--- config.mk ---
export PLATFORM = sky130hd
export DESIGN_NAME = sip_non_invite_server_fsm_unit
export DESIGN_NICKNAME = d
export VERILOG_FILES = /design/src/sv/sipnis_pkg.sv /design/src/sv/sip_non_invite_server_fsm_unit.sv
export SDC_FILE = /design/constraint.sdc
export NUM_CORES = 1
export LEC_CHECK = 0
export ABC_CLOCK_PERIOD_IN_PS = 3700
export BUFFER_PORTS_ARGS = -buffer_cell sky130_fd_sc_hd__buf_2
export CAP_MARGIN = 20
export CELL_PAD_IN_SITES_DETAIL_PLACEMENT = 0
export CELL_PAD_IN_SITES_GLOBAL_PLACEMENT = 1
export CORE_AREA = 4 4 78 109
export DETAILED_ROUTE_END_ITERATION = 16
export DIE_AREA = 0 0 82 113
export GPL_ROUTABILITY_DRIVEN = 0
export PLACE_DENSITY = 0.87
export SLEW_MARGIN = 40
export SYNTH_ARGS = -nofsm -noshare
export SYNTH_HDL_FRONTEND = slang
export SYNTH_SLANG_ARGS = --single-unit
--- constraint.sdc ---
create_clock -name clock -period 3.7 [get_ports clock]
set_input_delay 0.37 -clock clock [delete_from_list [all_inputs] [get_ports clock]]
set_output_delay 0.37 -clock clock [all_outputs]
set_load 0.02 [all_outputs]
--- src/sv/sipnis_pkg.sv ---
package sipnis_pkg;

   localparam int REQ_DATA_W = 24;
   localparam int REQ_USER_W = 4;
   localparam int RSP_DATA_W = 24;

   // event codes
   localparam logic [2:0] EV_PEER      = 3'd0;
   localparam logic [2:0] EV_TU        = 3'd1;
   localparam logic [2:0] EV_TCP_READY = 3'd2;
   localparam logic [2:0] EV_TX_FAILED = 3'd3;
   localparam logic [2:0] EV_TIMEOUT   = 3'd4;

   // send outcome codes; the unused code counts as sent
   localparam logic [1:0] SEND_OK         = 2'd0;
   localparam logic [1:0] SEND_CONNECTING = 2'd1;
   localparam logic [1:0] SEND_FAILED     = 2'd2;

   // transaction state codes as seen on state_now
   localparam logic [2:0] STATE_NONE       = 3'd0;
   localparam logic [2:0] STATE_TRYING     = 3'd1;
   localparam logic [2:0] STATE_PROCEEDING = 3'd2;
   localparam logic [2:0] STATE_COMPLETED  = 3'd3;
   localparam logic [2:0] STATE_TERMINATED = 3'd4;

   localparam logic [9:0] CODE_PROV_MIN  = 10'd100;
   localparam logic [9:0] CODE_PROV_MAX  = 10'd199;
   localparam logic [9:0] CODE_FINAL_MIN = 10'd200;
   localparam logic [9:0] CODE_FINAL_MAX = 10'd699;

   localparam logic [7:0] TIMER_FIRST = 8'd1;

   typedef struct packed {
      logic       is_request;
      logic [2:0] cmd;
   } req_user_type;

   typedef struct packed {
      logic [3:0] pad;
      logic [7:0] timer_id;
      logic [1:0] send_status;
      logic [9:0] rsp_code;
   } req_data_type;

   typedef struct packed {
      logic [5:0] pad;
      logic [2:0] state_now;
      logic       released;
      logic [7:0] timer_out;
      logic       stop_timer;
      logic       start_timer;
      logic       report_error;
      logic       deliver_request;
      logic       send_response;
      logic       status;
   } rsp_data_type;

endpackage

--- src/sv/sip_non_invite_server_fsm_unit.sv ---
// Non-INVITE SIP server transaction engine.
// Request channel (req_): one event per request. req_tuser carries the event
// kind and the message kind, req_tdata the response code, the outcome of the
// send that the event causes, and the expired timer id.
// Response channel (rsp_): exactly one result per request, in order: status,
// action pulses (send response, deliver request, report error, start/stop
// timer J, release), timer id and the state after the event.
// A request taken on req_ is held in the request register; its result is
// then registered in the result register and shown on rsp_. Throughput: one
// request per cycle while rsp_tready is high; the state update is one pass
// of next-state logic between the request register and the result register.
// Stall: while rsp_tready is low the result holds and one more request is
// taken into the request register; req_tready then drops until the result
// is taken.
// Reset (synchronous, active high) clears both valid flags and returns the
// transaction to none, with no timer armed and the timer id counter at one.
module sip_non_invite_server_fsm_unit (
   input  logic                                   clock,
   input  logic                                   reset,
   input  logic                                   req_tvalid,
   output logic                                   req_tready,
   // [2:0] cmd, [3] is_request
   input  logic [sipnis_pkg::REQ_USER_W-1:0]      req_tuser,
   // [9:0] rsp_code, [11:10] send_status, [19:12] timer_id, [23:20] zero
   input  logic [sipnis_pkg::REQ_DATA_W-1:0]      req_tdata,
   output logic                                   rsp_tvalid,
   input  logic                                   rsp_tready,
   // [0] status, [1] send_response, [2] deliver_request, [3] report_error,
   // [4] start_timer, [5] stop_timer, [13:6] timer_out, [14] released,
   // [17:15] state_now, [23:18] zero
   output logic [sipnis_pkg::RSP_DATA_W-1:0]      rsp_tdata
);
   import sipnis_pkg::*;

   typedef enum logic [2:0] {
      S_NONE       = STATE_NONE,
      S_TRYING     = STATE_TRYING,
      S_PROCEEDING = STATE_PROCEEDING,
      S_COMPLETED  = STATE_COMPLETED,
      S_TERMINATED = STATE_TERMINATED
   } state_type;

   state_type    state_ff, state_in;
   logic [9:0]   code_ff, code_in;
   logic         tcp_ff, tcp_in;
   logic [7:0]   held_ff, held_in;
   logic [7:0]   next_id_ff, next_id_in;

   logic         in_valid_ff;
   req_user_type in_user_ff;
   req_data_type in_data_ff;
   logic         out_valid_ff;
   rsp_data_type out_data_ff, out_data_in;

   logic         step;
   logic         bad;
   logic         do_adv;
   logic         allow_prov;
   logic         do_term;
   logic         term_report;
   logic [7:0]   next_id_inc;

   assign step       = in_valid_ff && (!out_valid_ff || rsp_tready);
   assign req_tready = !reset && (!in_valid_ff || step);
   assign rsp_tvalid = out_valid_ff;
   assign rsp_tdata  = out_data_ff;

   assign next_id_inc = next_id_ff + 8'd1;

   always_comb begin
      state_in    = state_ff;
      code_in     = code_ff;
      tcp_in      = tcp_ff;
      held_in     = held_ff;
      next_id_in  = next_id_ff;
      out_data_in = '0;
      bad         = 1'b0;
      do_adv      = 1'b0;
      allow_prov  = 1'b0;
      do_term     = 1'b0;
      term_report = 1'b0;

      case (state_ff)
         S_NONE: begin
            if (in_user_ff.cmd == EV_PEER) begin
               state_in = S_TRYING;
               out_data_in.deliver_request = 1'b1;
            end else begin
               bad = 1'b1;
            end
         end
         S_TRYING, S_PROCEEDING: begin
            if (in_user_ff.cmd == EV_TU) begin
               if (in_user_ff.is_request) begin
                  bad = 1'b1;
               end else begin
                  code_in = in_data_ff.rsp_code;
                  if (in_data_ff.send_status == SEND_FAILED) begin
                     do_term     = 1'b1;
                     term_report = 1'b1;
                  end else if (in_data_ff.send_status == SEND_CONNECTING) begin
                     tcp_in = 1'b1;
                  end else begin
                     tcp_in = 1'b0;
                     out_data_in.send_response = 1'b1;
                     do_adv     = 1'b1;
                     allow_prov = (state_ff == S_TRYING);
                  end
               end
            end else if (in_user_ff.cmd == EV_TCP_READY) begin
               tcp_in = 1'b1;
               if (in_data_ff.send_status == SEND_FAILED) begin
                  do_term     = 1'b1;
                  term_report = 1'b1;
               end else begin
                  out_data_in.send_response = 1'b1;
                  do_adv     = 1'b1;
                  allow_prov = (state_ff == S_TRYING);
               end
            end else if (in_user_ff.cmd == EV_PEER && state_ff == S_PROCEEDING) begin
               if (!in_user_ff.is_request) begin
                  bad = 1'b1;
               end else if (in_data_ff.send_status == SEND_FAILED) begin
                  do_term     = 1'b1;
                  term_report = 1'b1;
               end else begin
                  out_data_in.send_response = 1'b1;
               end
            end else if (in_user_ff.cmd == EV_TX_FAILED && state_ff == S_PROCEEDING) begin
               do_term     = 1'b1;
               term_report = 1'b1;
            end else begin
               bad = 1'b1;
            end
         end
         S_COMPLETED: begin
            case (in_user_ff.cmd)
               EV_TU: begin
                  bad = in_user_ff.is_request;
               end
               EV_PEER: begin
                  if (!in_user_ff.is_request) begin
                     bad = 1'b1;
                  end else if (in_data_ff.send_status == SEND_FAILED) begin
                     do_term = 1'b1;
                  end else if (in_data_ff.send_status != SEND_CONNECTING) begin
                     out_data_in.send_response = 1'b1;
                  end
               end
               EV_TCP_READY: begin
                  tcp_in = 1'b1;
                  if (in_data_ff.send_status == SEND_FAILED) begin
                     do_term = 1'b1;
                  end else begin
                     out_data_in.send_response = 1'b1;
                  end
               end
               EV_TX_FAILED: begin
                  do_term     = 1'b1;
                  term_report = 1'b1;
               end
               EV_TIMEOUT: begin
                  if (in_data_ff.timer_id != held_ff) begin
                     bad = 1'b1;
                  end else begin
                     // expired timer needs no stop
                     held_in = '0;
                     do_term = 1'b1;
                  end
               end
               default: begin
                  bad = 1'b1;
               end
            endcase
         end
         default: begin
            bad = 1'b1;
         end
      endcase

      // move on after a good send, by the stored code
      if (do_adv) begin
         if (allow_prov && (code_in inside {[CODE_PROV_MIN:CODE_PROV_MAX]})) begin
            state_in = S_PROCEEDING;
         end else if (code_in inside {[CODE_FINAL_MIN:CODE_FINAL_MAX]}) begin
            if (!tcp_in) begin
               state_in = S_COMPLETED;
               held_in  = next_id_ff;
               out_data_in.start_timer = 1'b1;
               out_data_in.timer_out   = next_id_ff;
               next_id_in = (next_id_inc == 8'd0) ? TIMER_FIRST : next_id_inc;
            end else begin
               do_term = 1'b1;
            end
         end
      end

      if (do_term) begin
         state_in = S_TERMINATED;
         out_data_in.report_error = term_report;
         if (held_in != 8'd0) begin
            out_data_in.stop_timer = 1'b1;
            out_data_in.timer_out  = held_in;
            held_in = '0;
         end
         out_data_in.released = 1'b1;
      end

      if (bad) begin
         state_in    = state_ff;
         code_in     = code_ff;
         tcp_in      = tcp_ff;
         held_in     = held_ff;
         next_id_in  = next_id_ff;
         out_data_in = '0;
         out_data_in.status = 1'b1;
      end

      out_data_in.state_now = state_in;
   end

   always_ff @(posedge clock) begin
      if (reset) begin
         in_valid_ff  <= 1'b0;
         out_valid_ff <= 1'b0;
         state_ff     <= S_NONE;
         code_ff      <= '0;
         tcp_ff       <= 1'b0;
         held_ff      <= '0;
         next_id_ff   <= TIMER_FIRST;
      end else begin
         if (req_tvalid && req_tready) begin
            in_valid_ff <= 1'b1;
            in_user_ff  <= req_user_type'(req_tuser);
            in_data_ff  <= req_data_type'(req_tdata);
         end else if (step) begin
            in_valid_ff <= 1'b0;
         end
         if (step) begin
            out_valid_ff <= 1'b1;
            out_data_ff  <= out_data_in;
            state_ff     <= state_in;
            code_ff      <= code_in;
            tcp_ff       <= tcp_in;
            held_ff      <= held_in;
            next_id_ff   <= next_id_in;
         end else if (rsp_tready) begin
            out_valid_ff <= 1'b0;
         end
      end
   end

endmodule

==> results of run 1 <==
==> kinds of logic (layout without fill, tap and decap cells) <==
kind of cell / after synthesis / count (layout) / synth area share
flip-flops: 70 / 70 / 0.551
adder cells (fa/ha/maj): 3 / 3 / 0.0115
buffers and inverters: 31 / 74 / 0.0463
AND/OR/NAND/NOR: 96 / 96 / 0.162
other: 1 / 6 / 0.00115
multiplexers: 10 / 10 / 0.0306
XOR/XNOR: 16 / 16 / 0.0429
AO/OA/AOI/OAI: 60 / 60 / 0.154
==> stage by stage <==
step / std cells / cell area, um^2
6_report: 435 / 3720
5_1_grt: 435 / 3720
4_1_cts: 435 / 3720
3_5_place_dp: 419 / 3550
3_3_place_gp: 419 / 3550
2_1_floorplan: 292 / 3290
==> power by group through the flow <==
stage	Sequential [mW]	Combinational (mW)	Clock, mW
2_1_floorplan	0.872	0.0480	0
3_3_place_gp	0.868	0.0727	0
3_5_place_dp	0.869	0.0745	0
4_1_cts	0.851	0.0746	0.559
5_1_grt	0.853	0.0818	0.600
6_report	0.851	0.0737	0.537
==> cell type report <==
cell class	instances	area, um^2
timing repair buffer	48	248
multi-input combinational	191	1340
fill	737	3880
clock inverter	6	46.3
inverter	10	37.5
tap	100	125
clock buffer	10	128
sequential	70	1800
==> state kept, by name (all words and copies together) (netlist names), 3 cells and up <==
register,cells
code_ff,8
next_id_ff,8
in_user_ff,4
held_ff,8
in_data_ff,18
rsp_tdata,18
state_ff,3
==> how the worst min path moves through the flow <==
stage / to / slack, ns / cells past startpoint
3_3_place_gp: code_ff[9]$_SDFFE_PP0P_ / 0.48 / 2
5_1_grt: in_data_ff[17]$_DFFE_PP_ / 0.17 / 1
4_1_cts: in_data_ff[17]$_DFFE_PP_ / 0.17 / 1
3_5_place_dp: code_ff[9]$_SDFFE_PP0P_ / 0.49 / 2
6_report: in_data_ff[17]$_DFFE_PP_ / 0.18 / 1
2_1_floorplan: code_ff[9]$_SDFFE_PP0P_ / 0.46 / 2
==> critical path: stages, from the launching register on <==
cell and delay (ns):
edfxtp_1 0.56, or3b_1 0.52, o41ai_1 0.40, o311ai_2 0.20, nand4b_2 0.37, inv_2 0.30, nand2_2 0.14, nor3_4 0.30
a22o_1 0.18
==> per-layer routing <==
layer	global-route usage	up-vias	share of wire
met3	0.0287	13	0.051
met1	0.172	1080	0.41
met2	0.237	67	0.51
met4	0.0831	0	0.027
li1	-	1155	-
met5	0	-	0
==> cell usage after synthesis, drive strengths merged, types with 4 or more instances <==
| cell | n |
|---|---|
| nand4 | 4 |
| o21ai | 8 |
| nand2b | 4 |
| xnor2 | 8 |
| nor3 | 9 |
| buf | 13 |
| nor2 | 33 |
| a22o | 16 |
| xor2 | 8 |
| nand2 | 10 |
| o311a | 4 |
| inv | 10 |
| nor4 | 11 |
| mux2i | 10 |
| edfxtp | 40 |
| dfxtp | 30 |
| clkbuf | 8 |
| a21oi | 6 |
| a211o | 6 |
| nand3 | 8 |
==> metrics.txt, run 1 <==
status=complete, no violations; final hold violations=0; port buffer count=45; P_sw=348 uW; row count=38; share of cells above drive strength 1=0.239; H-tree depth=3; CTS clk-pin slew, worst paths=0.08 ns; n_diodes=0; Cell variety after synth=56; worst flop-to-flop path endpoint=held_ff[2]$_SDFFE_PP0P_; IO Pins=58; Tmin final=3.03 ns; CP Class=register to register; Power Dens Cells=393 nW/um^2; Clock Path Buffers=2; Power Total=1.46 mW; Post-synth EDFFs=40; number of global-route vias before repair=2207; min-delay src=req_tdata[17]; die height=113 um; Num CTS Buffers=9; Peak VDD IR=0.000230 V; FF+latch count, synth=70; vias post-DR=2315; worst skew pair latency=0.35 ns; R2R cell count=8; LEAKAGE=1.49 nW; sequential power share=0.582; core area=7610 um^2; combinational share of power=0.050; most frequent cells in the layout=buf_2, edfxtp_1, nor2_1; Setup-failing EPs final=0; total iterations of the first detailed-routing run=4; setup TNS=0 ns; Pint=1.11 mW; Worst Setup SP=in_user_ff[1]$_DFFE_PP_; fmax=0.330 GHz; DR WL/cell=14.0 um; hold_ws=0.184 ns; final core utilization=0.489; hpwl dp=4.41 mm; CTS root buf=clkbuf_8; CP arrival=3.32 ns; Post-CTS Resized=0; clk sinks=70; fin nets=365; final wirelength=6.09 mm; Post-Synthesis Cells=287; top cells by area, synth=edfxtp_1, dfxtp_1, a22o_1, nor2_1, mux2i_1; Sw Share=0.238; Clock Skew=0.0120 ns; first-pass GRT wire length=10.2 mm; fin crit share=0.819; Most used DFF post-synth=edfxtp_1; most common cell after layout, fill and taps aside=buf_2; Worst Setup EP=held_ff[2]$_SDFFE_PP0P_; DRC=0; Avg Vias per Cell=5.32; sequential area share after synthesis=0.551; R2R setup slack=0.67 ns; Initial DRC Count=249; CTS tree=yes; average size of a mapped cell=11.4 um^2; Critical Path Fanout Max=15; max_slew headroom=0.633; full die area=9270 um^2; critical path endpoint category=register; Clock power frac=0.367; Hold Buf Count CTS=0; total gr overflow=0; largest net degree at the start of global routing=28; Hold Path Class=primary input to register; chip width=82 um; top-area cell type share of the netlist area=0.367; startpoint types=register; Slew Viols, Final=0; Async SR Flop Fraction=0; dpl ws=0.647 ns; antenna violations before repair=0; Synth area leader=edfxtp_1; Post-CTS Setup Bufs=0; max-cap violation count=0; Mapped Area=3270 um^2; unrepaired setup endpoints after global routing=false; actual slew at the worst max-slew pin=0.548 ns; Layout area overhead=13.9%; Final WS setup=0.671 ns; warnings from Yosys=0; Initial Util=0.430; WP data required=4.00 ns; Crit Reg-Reg Startpoint=in_user_ff[1]$_DFFE_PP_; Post-DRT Antenna Nets=0; GRT Total Usage=0.144
Power figures use the tool's default switching activity.
==> inputs of run 2 (changes only) <==
--- a/config.mk
+++ b/config.mk
@@ -5,7 +5,7 @@
 export SDC_FILE = /design/constraint.sdc
 export NUM_CORES = 1
 export LEC_CHECK = 0
-export ABC_CLOCK_PERIOD_IN_PS = 3700
+export ABC_CLOCK_PERIOD_IN_PS = 2940
 export BUFFER_PORTS_ARGS = -buffer_cell sky130_fd_sc_hd__buf_2
 export CAP_MARGIN = 20
 export CELL_PAD_IN_SITES_DETAIL_PLACEMENT = 0
==> constraint.sdc (replaced) <==
create_clock -name clock -period 2.94 [get_ports clock]
set_input_delay 0.294 -clock clock [delete_from_list [all_inputs] [get_ports clock]]
set_output_delay 0.294 -clock clock [all_outputs]
set_load 0.02 [all_outputs]
==> metrics.txt, run 2 (synthesis gave the netlist of run 1 again) <==
status=complete, no violations; critical path endpoint category=register; WP data required=3.23 ns; min-delay src=req_tdata[17]; Sw Share=0.238; antenna violations before repair=0; Crit Reg-Reg Startpoint=in_user_ff[3]$_DFFE_PP_; Hold Path Class=primary input to register; Critical Path Fanout Max=15; Slew Viols, Final=0; Tmin final=2.74 ns; sequential power share=0.582; Layout area overhead=16.1%; hpwl dp=4.76 mm; max_slew headroom=0.630; GRT Total Usage=0.147; port buffer count=45; die height=113 um; design area=3790 um^2; most frequent cells in the layout=buf_2, edfxtp_1, nor2_1; actual slew at the worst max-slew pin=0.553 ns; Power Dens Cells=483 nW/um^2; core area=7610 um^2; n_diodes=0; Hold Path Sink=in_data_ff[17]$_DFFE_PP_; Avg Vias per Cell=5.23; IO Pins=58; placed inst area=3620 um^2; Hold Buf Count CTS=0; Num CTS Buffers=9; WHS Path Cells=1; CP arrival=3.03 ns; total iterations of the first detailed-routing run=4; Clock power frac=0.363; Initial Util=0.430; CP Class=register to register; chip width=82 um; Post-DRT Antenna Nets=0; most common cell after layout, fill and taps aside=buf_2; CTS tree=yes; CTS root buf=clkbuf_8; clk sinks=70; H-tree depth=3; R2R cell count=8; Initial DRC Count=157; first-pass GRT wire length=10.3 mm; Peak VDD IR=0.000270 V; final hold violations=0; hold_ws=0.118 ns; P_sw=436 uW; full die area=9270 um^2; CTS clk-pin slew, worst paths=0.08 ns; Clock Skew=0.0127 ns; share of cells above drive strength 1=0.258; fmax=0.365 GHz; DR WL/cell=14.2 um; Post-CTS Resized=0; vias post-DR=2329; R2R setup slack=0.20 ns; startpoint types=register; row count=38; worst skew pair latency=0.35 ns; Pint=1.40 mW; Setup-failing EPs final=0; max-cap violation count=0; Post-CTS Setup Bufs=0; total gr overflow=0; number of global-route vias before repair=2218; combinational share of power=0.055; setup TNS=0 ns; Clock Path Buffers=2; unrepaired setup endpoints after global routing=false; fin crit share=0.933; LEAKAGE=1.53 nW; DRC=0; fin nets=375; largest net degree at the start of global routing=27; worst flop-to-flop path endpoint=held_ff[5]$_SDFFE_PP0P_; final wirelength=6.32 mm
run 2: worst max-delay path by stage:
stage,from,end,slack (ns),cells after the start
2_1_floorplan,in_user_ff[2]$_DFFE_PP_,rsp_tdata[10]$_SDFFCE_PP0P_,0.34,9
5_1_grt,in_user_ff[3]$_DFFE_PP_,held_ff[6]$_SDFFE_PP0P_,0.02,8
3_5_place_dp,in_user_ff[3]$_DFFE_PP_,held_ff[5]$_SDFFE_PP0P_,0.22,8
3_3_place_gp,in_user_ff[3]$_DFFE_PP_,held_ff[5]$_SDFFE_PP0P_,0.29,7
6_report,in_user_ff[3]$_DFFE_PP_,held_ff[5]$_SDFFE_PP0P_,0.20,8
4_1_cts,in_user_ff[3]$_DFFE_PP_,held_ff[5]$_SDFFE_PP0P_,0.19,8
run 2: metrics by stage:
stage / setup slack, ns / total power [mW] / std cells / utilization
5_1_grt: 0.0185 / 1.92 / 445 / 0.499
2_1_floorplan: 0.339 / 1.16 / 292 / -
3_3_place_gp: 0.287 / 1.19 / 429 / 0.476
3_5_place_dp: 0.217 / 1.19 / 429 / 0.476
6_report: 0.198 / 1.83 / 445 / 0.499
4_1_cts: 0.192 / 1.85 / 445 / 0.499
run 2: layout make-up:
class,instances,area [um^2]
timing repair buffer,58,323
sequential,70,1800
clock buffer,9,124
inverter,10,37.5
multi-input combinational,191,1340
clock inverter,7,48.8
tap,100,125
fill,707,3810
run 2: critical path, stage by stage, from the launching register on:
cell and delay [ns]:
edfxtp_1 0.43, or3b_1 0.50, o41ai_1 0.42, o311ai_2 0.20, nand4b_2 0.29, inv_2 0.26
nand2_2 0.12, nor3_4 0.29, a22o_1 0.19
run 2: power by group through the flow:
stage / Combinational (mW) / Clock, mW / Sequential (mW)
2_1_floorplan: 0.0604 / 0 / 1.10
3_3_place_gp: 0.0995 / 0 / 1.09
3_5_place_dp: 0.102 / 0 / 1.09
4_1_cts: 0.103 / 0.683 / 1.07
5_1_grt: 0.113 / 0.737 / 1.07
6_report: 0.102 / 0.665 / 1.07
run 2: per-layer routing:
layer | wire length [um] | GRT usage
met4 | 238 | 0.0865
met5 | 0 | 0
met1 | 2580 | 0.170
met3 | 324 | 0.0398
met2 | 3170 | 0.240
